**config.mk**
```make
export PLATFORM = sky130hd
export DESIGN_NAME = ddsc_mem
export DESIGN_NICKNAME = d
export VERILOG_FILES = /design/src/sv/distributed_delay_stage_chain_top_macros.svh /design/src/sv/ddsc_pkg.sv /design/src/sv/ddsc_mem.sv
export SDC_FILE = /design/constraint.sdc
export NUM_CORES = 2
export LEC_CHECK = 0
export CELL_PAD_IN_SITES_DETAIL_PLACEMENT = 1
export CELL_PAD_IN_SITES_GLOBAL_PLACEMENT = 2
export CORE_UTILIZATION = 52
export DETAILED_ROUTE_END_ITERATION = 6
export DONT_BUFFER_PORTS = 1
export HOLD_SLACK_MARGIN = 0.02
export MAX_ROUTING_LAYER = met4
export PLACE_DENSITY_LB_ADDON = 0.1
export SETUP_SLACK_MARGIN = 0.5
export SYNTH_ARGS = -nofsm -noshare
export SYNTH_HDL_FRONTEND = slang
export SYNTH_SLANG_ARGS = --single-unit
```
**constraint.sdc**
```tcl
create_clock -name clk_i -period 2.5 [get_ports clk_i]
set_clock_uncertainty 0.05 [all_clocks]
set_input_delay 0.25 -clock clk_i [delete_from_list [all_inputs] [get_ports clk_i]]
set_output_delay 0.25 -clock clk_i [all_outputs]
set_load 0.02 [all_outputs]
```
**src/sv/distributed_delay_stage_chain_top_macros.svh**
```systemverilog
// Assertion macros for the distributed delay stage chain.
// Used by the top-level module, which carries the concurrent checks.
`ifndef DISTRIBUTED_DELAY_STAGE_CHAIN_TOP_MACROS_SVH
`define DISTRIBUTED_DELAY_STAGE_CHAIN_TOP_MACROS_SVH

// Same-cycle implication, checked outside reset.
`define DDSC_ASSERT_NOW(label, ante, cons, msg) \
  label: assert property (@(posedge clk_i) disable iff (!rst_ni) (ante) |-> (cons)) \
    else $error(msg);

// Next-cycle implication, checked outside reset.
`define DDSC_ASSERT_NEXT(label, ante, cons, msg) \
  label: assert property (@(posedge clk_i) disable iff (!rst_ni) (ante) |=> (cons)) \
    else $error(msg);

`endif

```
**src/sv/ddsc_pkg.sv**
```systemverilog
// Package for the distributed delay stage chain: widths, register indexes.
// Used by the divider, the stage store and the top level.
package ddsc_pkg;

  localparam int AmtW     = 40;
  localparam int InW      = 32;
  localparam int TotW     = 48;
  localparam int CoefW    = 32;
  localparam int FracBits = 16;
  localparam int DivNumW  = 48;
  localparam int DivDenW  = 32;
  localparam int StepsW   = 8;

  typedef enum logic [1:0] {
    CFG_STAGE_COUNT   = 2'd0,
    CFG_DURATION      = 2'd1,
    CFG_INITIAL_INPUT = 2'd2
  } cfg_idx_e;

endpackage

```
**src/sv/ddsc_mem.sv**
```systemverilog
// Stage amount store: one write and one registered read per cycle.
// Entries read as zero until first written after reset. Uses ddsc_pkg.
module ddsc_mem #(
  parameter int Depth = 64,
  parameter int AddrW = 6
) (
  input  logic                      clk_i,
  input  logic                      rst_ni,
  input  logic                      rd_en_i,
  input  logic [AddrW-1:0]          rd_addr_i,
  output logic [ddsc_pkg::AmtW-1:0] rd_data_o,
  input  logic                      wr_en_i,
  input  logic [AddrW-1:0]          wr_addr_i,
  input  logic [ddsc_pkg::AmtW-1:0] wr_data_i
);

  logic [ddsc_pkg::AmtW-1:0] mem [Depth];
  logic [Depth-1:0]          valid_q;
  logic [ddsc_pkg::AmtW-1:0] rd_raw_q;
  logic                      rd_valid_q;

  // Array write and registered read.
  always_ff @(posedge clk_i) begin
    if (wr_en_i) begin
      mem[wr_addr_i] <= wr_data_i;
    end
    if (rd_en_i) begin
      rd_raw_q <= mem[rd_addr_i];
    end
  end

  // Written flags; reset returns every entry to zero.
  always_ff @(posedge clk_i or negedge rst_ni) begin
    if (!rst_ni) begin
      valid_q    <= '0;
      rd_valid_q <= 1'b0;
    end else begin
      if (wr_en_i) begin
        valid_q[wr_addr_i] <= 1'b1;
      end
      if (rd_en_i) begin
        rd_valid_q <= valid_q[rd_addr_i];
      end
    end
  end

  assign rd_data_o = rd_valid_q ? rd_raw_q : '0;

endmodule

```
==> impl_metrics.tcl <==
set metrics [dict create \
    cts_tree "built" \
    antenna_left 0 \
    antenna_found_initial 11 \
    wl_met3_um 19920 \
    grt_pass1_vias 48640 \
    wl_per_cell_um 39.26 \
    synth_nets 4161 \
    holdWs_ns -0.2968 \
    vdd_drop_max_mv 0.7353 \
    clk_latency_ns 0.94 \
    netlist_area_um2 101200 \
    gp_congestion 0.7420 \
    path_cells "mux4_2 -> mux4_2 -> a22oi_2 -> buf_4 -> nand2_1" \
    yosys.area.top_type "edfxtp_1" \
    synthTopCellsByArea "edfxtp_1, mux4_2, dfrtp_1" \
    finalHoldViolCount 21 \
    leakage_nw 36.58 \
    finalCritPeriodShare_pct 106.8 \
    die_x_um 443.1 \
    grt-ovfl-total 0 \
    crit_buf_inv 1 \
    fin_total_pwr_mw 93.84 \
    whs_endpoint "rd_raw_q[30]$_DFFE_PP_" \
    wirelength_um 281500 \
    port_buffers 0 \
    critPathSlowestCell "mux4_2" \
    synth_cell_types 32 \
    route.met2.wl_um 140800 \
    grt_max_degree 652 \
    dr.pass1.iters 5 \
    top_layer "met4" \
    hold_path.class "in2reg" \
    final_cell_mix "edfxtp_1, mux4_2, clkbuf_16, buf_12, clkbuf_1" \
    vias 47200 \
    ys_seq_area_share_pct 78.76 \
    path_clk_slew_ns 0.06 \
    final-seq-area_um2 79710 \
    status "finished, violations left" \
    cp.arrival_ns 3.26 \
    stdcell_area_um2 116700 \
    drt_iter0_drc 6227 \
    synthCells 4105 \
    place_area_um2 106000 \
    dieArea_um2 196400 \
    io_pins 96 \
    p_per_area_nw_per_um2 804.1 \
    crit_top_cell "mux4_2" \
    multi_input_area_um2 21480 \
    h-tree-depth 5 \
    cp-start-kind "input port" \
    start_util_pct 52.44 \
    fillers 15170 \
    cpPeakStageDelay_ns 1.17 \
    root_buffer "clkbuf_16" \
    clkSinkCount 2665 \
    max_freq_mhz 374.6 \
    core_area_um2 193000 \
    setup_tns_ns -0.3347 \
    fin_crit_ns 2.669 \
    drive_gt1_share_pct 34.48 \
    maxCapViolations 0 \
    worstReg2RegStart "mem[53][34]$_DFFE_PP_" \
    rrSetupSlack_ns 0.34 \
    worst_slew_pin_slew_ns 2.161 \
    synth_top_area_share_pct 77.15 \
    worstPathRequired_ns 3.09 \
    vias_per_cell 6.582 \
    final.setup.worst_slack_ns -0.1693 \
    dp_slack_ns -0.2076 \
    cts_buffer_depth 4 \
    grt_usage_pct 29.97 \
    endpoint_kind "flip-flop" \
    syn-mean-instance-area_um2 24.65 \
    rsz0062_at_grt "yes" \
    die_y_um 443.1 \
    reg2reg_to "rd_raw_q[34]$_DFFE_PP_" \
    slew_headroom_pct -44.06 \
    cts_made_buffers 292 \
    reg2regPathDepth 4 \
    grt_pass1_wl_um 391000 \
    hold_depth 1 \
    syn_to_final_growth_pct 15.32 \
    critPathKind "in2reg" \
    slew_viol_final 629 \
    wl_met1_um 113900 \
    hold_start "rd_addr_i[4]" \
    nNetsFinal 4494 \
    failed_checks "negative hold slack, max-slew violations, negative setup slack" \
    layout_commonest_cell "edfxtp_1" \
    hpwl_um 134200 \
    row_count 161 \
    critical_path.max_fanout 651 \
    synth-seq-cells 2665 \
    crit_family "multiplexers" \
    yosys_warnings 0 \
    drc 0 \
    setup_violations 6 \
]
[sequential cells by signal, summed over array words and instances, names as in the netlist]
register and count:
valid_q 64, mem 2560, rd_valid_q 1, rd_raw_q 40
[cell type report]
class,instances,share of cell area (%)
Clock buffer,379,6.668
Sequential cell,2665,68.30
Timing Repair Buffer,254,3.199
Antenna cell,6,0.01287
Clock inverter,115,0.6958
Multi-Input combinational cell,1222,18.41
Tap cell,2526,2.708
Inverter,3,0.009650
[report_power, final]
part | switching (mW) | total, mW | internal (mW)
sequential | 0.290 | 49.9 | 49.6
combinational | 1.96 | 4.22 | 2.27
clock | 16.8 | 39.7 | 22.9
total | 19.0 | 93.8 | 74.8
[metrics by stage]
step / cells / utilization (%)
detailed placement: 6564 / 54.91
floorplan: 4105 / -
global route: 7168 / 60.47
CTS: 7163 / 60.42
global placement: 6564 / 54.91
finish: 7170 / 60.47
[kinds of logic after synthesis]
family	synth area share (%)
AOI/OAI and AO/OA	0.7678
buffers and inverters	0.9891
muxes	18.12
and+or+nand+nor	1.366
DFF	78.76
[worst max-delay path by stage]
stage / cells after the start / start / slack (ns) / end
floorplan: 4 / wr_addr_i[3] / 0.12 / mem[48][0]$_DFFE_PP_
global route: 3 / rd_valid_q$_DFFE_PN0P_ / 0.26 / rd_data_o[33]
finish: 5 / rd_addr_i[0] / -0.17 / rd_raw_q[34]$_DFFE_PP_
global placement: 4 / rd_addr_i[0] / -0.20 / rd_raw_q[34]$_DFFE_PP_
CTS: 3 / rd_valid_q$_DFFE_PN0P_ / 0.22 / rd_data_o[33]
detailed placement: 4 / rd_addr_i[0] / -0.21 / rd_raw_q[34]$_DFFE_PP_
[cells in the mapped netlist]
master	instances
edfxtp_1	2600
mux4_2	797
clkbuf_1	92
buf_2	80
nor2_1	78
dfrtp_1	65
or2_2	65
a22oi_1	60
nand2_1	59
and2_1	43
mux2i_1	28
buf_1	27
a21oi_1	19
a211oi_1	14
buf_4	10
nand3_1	10
mux2_2	9
nor2b_1	9
o22ai_1	9
buf_6	6
nand2b_1	5
a31oi_1	4
inv_1	3
a211o_1	2
a311oi_1	2
nand3b_1	2
nor3_1	2
a41o_1	1
nand4_1	1
nand4b_1	1
or3_1	1
or3b_2	1
[layer usage]
metal | track usage [%] | vias up
met2 | 47.66 | 2026
met4 | 7.332 | 0
li1 | - | 18390
met1 | 41.58 | 26380
met5 | - | -
met3 | 4.289 | 403
[repair_timing]
item	CTS	global route
hold buffers	103	1
endpoints found under the hold margin	4192	36
setup endpoints to repair	72	119
buffers inserted	2	0
pin swaps	17	16
resized for setup	129	15
Note: power is estimated with default switching activity, not from simulation.
