===== src/sv/distributed_delay_stage_chain_top_macros.svh =====
// Assertion macros for the distributed delay stage chain.
// Used by the top-level module, which carries the concurrent checks.
`ifndef DISTRIBUTED_DELAY_STAGE_CHAIN_TOP_MACROS_SVH
`define DISTRIBUTED_DELAY_STAGE_CHAIN_TOP_MACROS_SVH

// Same-cycle implication, checked outside reset.
`define DDSC_ASSERT_NOW(label, ante, cons, msg) \
  label: assert property (@(posedge clk_i) disable iff (!rst_ni) (ante) |-> (cons)) \
    else $error(msg);

// Next-cycle implication, checked outside reset.
`define DDSC_ASSERT_NEXT(label, ante, cons, msg) \
  label: assert property (@(posedge clk_i) disable iff (!rst_ni) (ante) |=> (cons)) \
    else $error(msg);

`endif


===== src/sv/ddsc_pkg.sv =====
// Package for the distributed delay stage chain: widths, register indexes.
// Used by the divider, the stage store and the top level.
package ddsc_pkg;

  localparam int AmtW     = 40;
  localparam int InW      = 32;
  localparam int TotW     = 48;
  localparam int CoefW    = 32;
  localparam int FracBits = 16;
  localparam int DivNumW  = 48;
  localparam int DivDenW  = 32;
  localparam int StepsW   = 8;

  typedef enum logic [1:0] {
    CFG_STAGE_COUNT   = 2'd0,
    CFG_DURATION      = 2'd1,
    CFG_INITIAL_INPUT = 2'd2
  } cfg_idx_e;

endpackage


===== src/sv/ddsc_div.sv =====
// Restoring unsigned divider, one quotient bit per cycle.
// Depends on ddsc_pkg for the operand widths.
module ddsc_div (
  input  logic                         clk_i,
  input  logic                         rst_ni,
  input  logic                         start_i,
  input  logic [ddsc_pkg::DivNumW-1:0] num_i,
  input  logic [ddsc_pkg::DivDenW-1:0] den_i,
  output logic                         done_o,
  output logic [ddsc_pkg::DivNumW-1:0] quot_o
);

  localparam int CntW = $clog2(ddsc_pkg::DivNumW);

  logic [ddsc_pkg::DivNumW-1:0] num_q, num_d;
  logic [ddsc_pkg::DivDenW:0]   rem_q, rem_d;
  logic [ddsc_pkg::DivDenW-1:0] den_q;
  logic [CntW-1:0]              cnt_q, cnt_d;
  logic                         busy_q, busy_d, done_q, done_d;
  logic [ddsc_pkg::DivDenW:0]   trial;

  // One restoring step: shift in the next dividend bit and try a subtract.
  always_comb begin
    trial  = {rem_q[ddsc_pkg::DivDenW-1:0], num_q[ddsc_pkg::DivNumW-1]};
    num_d  = num_q;
    rem_d  = rem_q;
    cnt_d  = cnt_q;
    busy_d = busy_q;
    done_d = 1'b0;
    if (start_i) begin
      num_d  = num_i;
      rem_d  = '0;
      cnt_d  = '0;
      busy_d = 1'b1;
    end else if (busy_q) begin
      if (trial >= {1'b0, den_q}) begin
        rem_d = trial - {1'b0, den_q};
        num_d = {num_q[ddsc_pkg::DivNumW-2:0], 1'b1};
      end else begin
        rem_d = trial;
        num_d = {num_q[ddsc_pkg::DivNumW-2:0], 1'b0};
      end
      cnt_d = cnt_q + 1'b1;
      if (cnt_q == CntW'(ddsc_pkg::DivNumW - 1)) begin
        busy_d = 1'b0;
        done_d = 1'b1;
      end
    end
  end

  // Control state.
  always_ff @(posedge clk_i or negedge rst_ni) begin
    if (!rst_ni) begin
      busy_q <= 1'b0;
      done_q <= 1'b0;
      cnt_q  <= '0;
    end else begin
      busy_q <= busy_d;
      done_q <= done_d;
      cnt_q  <= cnt_d;
    end
  end

  // Operand and partial result registers.
  always_ff @(posedge clk_i) begin
    num_q <= num_d;
    rem_q <= rem_d;
    if (start_i) begin
      den_q <= den_i;
    end
  end

  assign done_o = done_q;
  assign quot_o = num_q;

endmodule


===== config.mk =====
export PLATFORM = sky130hd
export DESIGN_NAME = ddsc_div
export DESIGN_NICKNAME = d
export VERILOG_FILES = /design/src/sv/distributed_delay_stage_chain_top_macros.svh /design/src/sv/ddsc_pkg.sv /design/src/sv/ddsc_div.sv
export SDC_FILE = /design/constraint.sdc
export NUM_CORES = 1
export LEC_CHECK = 0
export BUFFER_PORTS_ARGS = -buffer_cell sky130_fd_sc_hd__buf_2
export CAP_MARGIN = 20
export CORE_MARGIN = 4
export CORE_UTILIZATION = 35
export DETAILED_ROUTE_END_ITERATION = 7
export PLACE_DENSITY = 0.65
export SKIP_LAST_GASP = 1
export SLEW_MARGIN = 20
export SYNTH_ARGS = -nofsm -noshare
export SYNTH_HDL_FRONTEND = slang
export SYNTH_SLANG_ARGS = --single-unit

===== constraint.sdc =====
create_clock -name clk_i -period 3.3 [get_ports clk_i]
set_input_delay 0.495 -clock clk_i [delete_from_list [all_inputs] [get_ports clk_i]]
set_output_delay 0.495 -clock clk_i [all_outputs]
set_load 0.005 [all_outputs]

==> results_dict.tcl, run 1 <==
set metrics [dict create \
    clkPwrFrac_pct 29.3 \
    track_usage_pct 15.6 \
    p_switching_w 0.00214 \
    comb_power_share_pct 36.6 \
    hpwl_um 11600 \
    min_path_type "primary input to flop" \
    finalCritPeriodShare_pct 92.6 \
    power.leakage_nw 3.49 \
    synthCells 616 \
    cp.required_ns 3.63 \
    yosys_warnings 0 \
    syn2layout_area_growth_pct 22.3 \
    synthFlopType "edfxtp_1" \
    die_w_um 145 \
    yosys.area.top_type_share_pct 36.5 \
    num_rows 49 \
    clk_path_buf_depth 2 \
    fmax_mhz 327 \
    place_ws_ns 0.167 \
    clock-sinks 120 \
    final.min_clock_period_ns 3.06 \
    grt_max_degree 38 \
    nFillCells 1746 \
    synth_area_per_cell_um2 10.7 \
    ys_seq_elements 120 \
    cts_root_buffer "clkbuf_16" \
    p_int_w 0.00394 \
    synth-edff-count 80 \
    synth_fp_nets 733 \
    routabilityCongestion 0.850 \
    die_area_mm2 0.0211 \
    critical_path_buf_inv_count 2 \
    antenna_cells 0 \
    drv_slew 0 \
    syn_area_mm2 0.00659 \
    fin_setup_tns_ns 0 \
    min-delay-start "den_i[14]" \
    path_delay_family "compound AO/OA/AOI/OAI gates" \
    grt_overflow 0 \
    initial_core_util_pct 36.2 \
    htree_levels 4 \
    endpoint_kind "flop" \
    synthMostInstantiatedCell "edfxtp_1" \
    cp_cell_sequence "inv_1 -> ha_1 -> inv_1 -> fa_1 -> a21o_1 -> a221o_1 -> a41oi_2 -> nand2_1 -> a31oi_2 -> o21ai_0 -> xor2_1 -> mux2i_1 -> a211oi_1" \
    grt_pass1_wl_um 26800 \
    ys_seq_area_share_pct 49.2 \
    r2r-start "quot_o[47]" \
    remaining_drc_errors 0 \
    cp-start-kind "flop" \
    numCtsBuffers 17 \
    tightestPinTransition_ns 0.843 \
    yosys-top-cells-count "80 x edfxtp_1, 58 x nor2_1, 48 x mux2_2" \
    synth.distinct_cells 64 \
    holdWs_ns 0.258 \
    routed_wl_um 16200 \
    maxCapViolations 0 \
    ant_nets 0 \
    clock-skew-final_ns 0.0119 \
    swShare_pct 35.2 \
    hold_viol_final 0 \
    cts_tree "yes" \
    first_pass_iters 6 \
    layout-drive-gt1-share_pct 30.4 \
    drt-initial-drc-count 291 \
    seq_power_share_pct 34.0 \
    nNetsFinal 864 \
    async_flop_share_pct 6.67 \
    cp_slowest_cell "edfxtp_1" \
    pwr_density_cell_mw_per_mm2 755 \
    crit_path_start "quot_o[47]" \
    worst_slack_ns 0.244 \
    vias 5053 \
    synth_area_leaders "edfxtp_1 36%, dfxtp_1 9.7%, mux2_2 8.2%, ha_1 6.3%, a21oi_1 3.3%" \
    drt-vias-per-instance 5.11 \
    clk_latency_ns 0.41 \
    grt_pass1_vias 5139 \
    cp_common_cell "inv_1" \
    irDropWorstVdd_mv 0.423 \
    antenna_found_initial 0 \
    port-buffer-count 131 \
    io-pin-count 132 \
    rsz0062_at_grt "yes" \
    drt-wirelength-per-cell_um 16.4 \
    clk_pin_slew_worst_paths_ns 0.06 \
    core_mm2 0.0182 \
    cp_data_arrival_time_ns 3.39 \
    maxSlewHeadroom_pct 43.7 \
    status "finished, final reports clean" \
    critPathMaxStageDelay_ns 0.41 \
    setup_viol 0 \
    cp_max_fo 5 \
    synth_top_cell_by_area "edfxtp_1" \
    die_h_um 145 \
    path_class "flop to flop" \
]
power by group through the flow:
| stage | Clock (W) | Combinational, W | Sequential [W] |
|---|---|---|---|
| CTS | 0.00183 | 0.00221 | 0.00207 |
| global placement | 0 | 0.00218 | 0.00209 |
| finish | 0.00178 | 0.00223 | 0.00207 |
| global route | 0.00191 | 0.00249 | 0.00211 |
| detailed placement | 0 | 0.00220 | 0.00209 |
| floorplan | 0 | 0.00171 | 0.00206 |
final timing paths:
check | end | slack (ns) | cells past startpoint
worst max-delay path | rem_q[28] | 0.24 | 13
worst min-delay path | den_q[14] | 0.26 | 1
worst max register to register | rem_q[28] | 0.24 | 13
worst min register to register | rem_q[5] | 0.48 | 2
max in group asynchronous | cnt_q[2] | 2.68 | 2
min in group asynchronous | cnt_q[0] | 0.45 | 2
cells by family (layout without fill, tap and decap cells):
group                      count (synthesis)  count (layout)  synth area share [%]
AOI/OAI and AO/OA                        154             154                  15.7
and+or+nand+nor                          153             153                  10.6
DFF                                      120             120                  49.2
buffers and inverters                     68             212                  4.37
muxes                                     58              58                  9.72
adders and majority gates                 34              34                  6.57
xor gates and xnor gates                  29              29                  3.86
layer usage:
metal	vias to the layer above	part of all wire [%]	GRT usage, %
met5	-	0	0
met4	0	1.3	3.94
met3	18	8.7	6.45
met2	162	45	24.8
met1	2341	45	19.8
li1	2532	-	-
layout by cell type, fill, tap and decap left out, drive strengths merged, types with 3 or more instances in the layout:
cell	instances
clkbuf	19
xnor2	9
o21a	3
and3	6
nor2b	3
clkinv	6
nand4	7
nor3	8
a211oi	22
buf	142
clkinvlp	5
a32oi	5
inv	37
edfxtp	80
a21o	18
dfxtp	32
a31oi	7
nand3	12
nor4	4
o211a	4
mux2i	10
o21ai	29
xor2	20
a21oi	46
ha	33
dfrtp	8
mux2	48
nor2	58
nand2	44
state kept, by name, indices dropped and copies added, names as in the netlist:
| register | count |
|---|---|
| busy_q | 1 |
| quot_o | 48 |
| rem_q | 32 |
| den_q | 32 |
| done_o | 1 |
| cnt_q | 6 |
worst reg2reg max path: cells and delay by family, from the launching register on:
| family | cells | cell delay (ns) |
|---|---|---|
| fa+ha+maj | 2 | 0.54 |
| mux | 1 | 0.09 |
| flops | 1 | 0.41 |
| compound gates | 6 | 1.52 |
| xor+xnor | 1 | 0.15 |
| buf+inv | 2 | 0.14 |
| simple gates | 1 | 0.14 |
through the flow:
step	cells	cell area [um^2]	power [W]	util [%]
5_1_grt	989	8060	0.00650	44.3
3_3_place_gp	955	7470	0.00427	41.0
6_report	989	8060	0.00608	44.3
4_1_cts	988	8050	0.00611	44.2
3_5_place_dp	955	7470	0.00429	41.0
2_1_floorplan	616	6590	0.00376	-
area by class of cell:
cell class	instances	area (um^2)	share of cell area, %
Clock inverter	13	131	1.63
Inverter	37	139	1.72
Sequential cell	120	3240	40.2
Tap cell	229	287	3.56
Clock buffer	19	433	5.37
Timing Repair Buffer	143	763	9.47
Multi-Input combinational cell	428	3060	38.0
repair_timing:
action | 4_1_cts | 5_1_grt
resized for setup | 0 | 1
setup endpoints to repair | 0 | 4
hold endpoints to repair | 8 | 0
hold buffers | 1 | 0
buffers inserted | 0 | 1
Power figures use the tool's default switching activity.
==> inputs of run 2 (changes only) <==
- ABC_AREA: unset -> 1
- PLACE_DENSITY: 0.65 -> 0.64
==> results_dict.tcl, run 2 <==
set metrics [dict create \
    critPathMaxStageDelay_ns 0.48 \
    min_path_type "primary input to flop" \
    die_area_mm2 0.0238 \
    path_class "flop to flop" \
    post_cts_resized 0 \
    final.min_clock_period_ns 2.65 \
    multi_input_area_mm2 0.00351 \
    htree_levels 4 \
    core_mm2 0.0210 \
    yosys-mux-area-fraction_pct 0 \
    num_rows 53 \
    pwr_density_cell_mw_per_mm2 466 \
    cp_slowest_cell "a21oi_4" \
    drt-vias-per-instance 4.61 \
    grt_overflow 0 \
    cts_root_buffer "clkbuf_16" \
    synthFlopType "edfxtp_1" \
    grt_pass1_vias 6527 \
    synth_compound_area_share_pct 2.15 \
    place_ws_ns 0.702 \
    vias 6770 \
    layout-drive-gt1-share_pct 15.4 \
    synth_area_leaders "edfxtp_1 32%, nand2_1 24%, dfxtp_1 8.6%, inv_1 8.2%, ha_1 5.5%" \
    clock-sinks 120 \
    synth-edff-count 80 \
    final_cell_mix "488 x nand2_1, 162 x inv_1, 130 x buf_2" \
    hpwl_um 15100 \
    cp-start-kind "flop" \
    cp.required_ns 3.61 \
    status "finished, final reports clean" \
    power.leakage_nw 4.90 \
    clk_path_buf_depth 2 \
    first_pass_iters 7 \
    async_flop_share_pct 6.67 \
    synth_area_per_cell_um2 7.14 \
    yosys.area_share.adder_pct 5.78 \
    die_w_um 154 \
    drt-initial-drc-count 378 \
    track_usage_pct 17.0 \
    clk_pin_slew_worst_paths_ns 0.07 \
    finalPower_w 0.00422 \
    endpoint_kind "flop" \
    hold_viol_final 0 \
    die_h_um 154 \
    cp_data_arrival_time_ns 2.95 \
    yosys.area.top_type_share_pct 32.1 \
    cp_common_cell "nand2_1" \
    drv_slew 0 \
    nNetsFinal 1298 \
    cts_hold_buffers 1 \
    nFillCells 2149 \
    maxSlewHeadroom_pct 43.6 \
    antenna_found_initial 4 \
    yosys-top-cells-count "488 x nand2_1, 163 x inv_1, 80 x edfxtp_1" \
    maxCapViolations 0 \
    drt-wirelength-per-cell_um 13.7 \
    post_cts_buffers 0 \
    setup_viol 0 \
    routabilityCongestion 0.979 \
    grt_pass1_wl_um 32600 \
    clk_latency_ns 0.42 \
    routed_wl_um 20200 \
    fmax_mhz 378 \
    ys_seq_elements 120 \
    seq_area_mm2 0.00324 \
    synthCells 1049 \
    syn_area_mm2 0.00749 \
    initial_core_util_pct 35.6 \
    synth-xor-area-share_pct 1.75 \
    synthMostInstantiatedCell "nand2_1" \
    port-buffer-count 131 \
    synth_top_family_by_area "simple AND/OR/NAND/NOR gates" \
    tightestPinTransition_ns 0.847 \
    ant_nets 0 \
    io-pin-count 132 \
    syn2layout_area_growth_pct 20.9 \
    fin_setup_tns_ns 0 \
    mostFrequentLayoutCell "nand2_1" \
    cts_tree "yes" \
    antenna_cells 0 \
    yosys_warnings 0 \
    clock-skew-final_ns 0.0110 \
    numCtsBuffers 17 \
    finalCritPeriodShare_pct 80.3 \
    grt_max_degree 76 \
    largest_reg_flops 48 \
    synth_fp_nets 1166 \
    yosys.area_share.simple_pct 37.1 \
    irDropWorstVdd_mv 0.334 \
    synth_top_cell_by_area "edfxtp_1" \
    cp_max_fo 18 \
    worst_slack_ns 0.652 \
    synth.distinct_cells 32 \
    rsz0062_at_grt "no" \
    path_delay_family "simple AND/OR/NAND/NOR gates" \
    ys_seq_area_share_pct 43.3 \
    remaining_drc_errors 0 \
    critical_path_buf_inv_count 2 \
    cp_cell_sequence "ha_1 -> nand2_1 -> inv_1 -> nand2_1 -> nand2_1 -> nand2_1 -> nand2_1 -> nand2_1 -> nand2_1 -> a21oi_4 -> buf_4 -> nand3b_1 -> nand3_1 -> nand2_1" \
]
run 2: changes by cell type after synthesis, sizes merged, moves of 7 or more:
| cell | previous run | this run |
|---|---|---|
| o21ai | 29 | 4 |
| xor2 | 20 | 1 |
| nand2 | 44 | 494 |
| nand3 | 12 | 53 |
| mux2 | 48 | 0 |
| clkbuf | 24 | 14 |
| inv | 37 | 164 |
| a211oi | 22 | 0 |
| a21oi | 46 | 20 |
| nand3b | 0 | 37 |
| mux2i | 10 | 0 |
| and2 | 2 | 9 |
| a21o | 18 | 1 |
run 2: kinds of logic after synthesis:
family	count (synthesis)
buffers and inverters	190
AND/OR/NAND/NOR	662
XOR/XNOR	15
flip-flops	120
AO/OA/AOI/OAI	28
adder cells (fa/ha/maj)	34
run 2: cell type report:
cell class / count / area share [%]
clock buffers: 18 / 4.74
clock inverters: 14 / 2.18
inverters: 164 / 6.80
multi-input cells: 739 / 38.7
flip-flops and latches: 120 / 35.8
well taps: 275 / 3.80
repair buffers: 139 / 7.96
run 2: power breakdown:
group | internal (W) | switching, W | total (W) | leakage [nW]
registers | 0.00171 | 0.0000482 | 0.00176 | 1.20
clock network | 0.00127 | 0.000745 | 0.00202 | 0.301
logic | 0.000180 | 0.000265 | 0.000445 | 3.39
total | 0.00316 | 0.00106 | 0.00422 | 4.90
run 2: worst paths after layout:
check                      startpoint        end  slack, ns  depth (start not counted)
min reg2reg                  rem_q[6]   rem_q[6]       0.47                          2
max reg2reg                 rem_q[19]  rem_q[20]       0.65                         14
max                         rem_q[19]  rem_q[20]       0.65                         14
min                         den_i[26]  den_q[26]       0.24                          1
min in group asynchronous      rst_ni   cnt_q[2]       0.48                          2
max in group asynchronous      rst_ni   cnt_q[0]       2.64                          2
run 2: routing by layer:
| metal | share of wire [%] | up-vias | track usage (%) |
|---|---|---|---|
| met5 | 0.11 | - | 0 |
| met4 | 1.5 | 6 | 4.12 |
| met3 | 8.8 | 26 | 6.27 |
| met2 | 45 | 220 | 26.7 |
| met1 | 45 | 3011 | 22.2 |
| li1 | - | 3507 | - |
run 2: through the flow:
stage / std cells / area (um^2) / util [%] / hold slack [ns]
global route: 1469 / 9060 / 43.1 / 0.230
finish: 1469 / 9060 / 43.1 / 0.244
detailed placement: 1436 / 8420 / 40.1 / 0.355
global placement: 1436 / 8420 / 40.1 / 0.350
CTS: 1469 / 9060 / 43.1 / 0.233
floorplan: 1049 / 7490 / - / 0.199
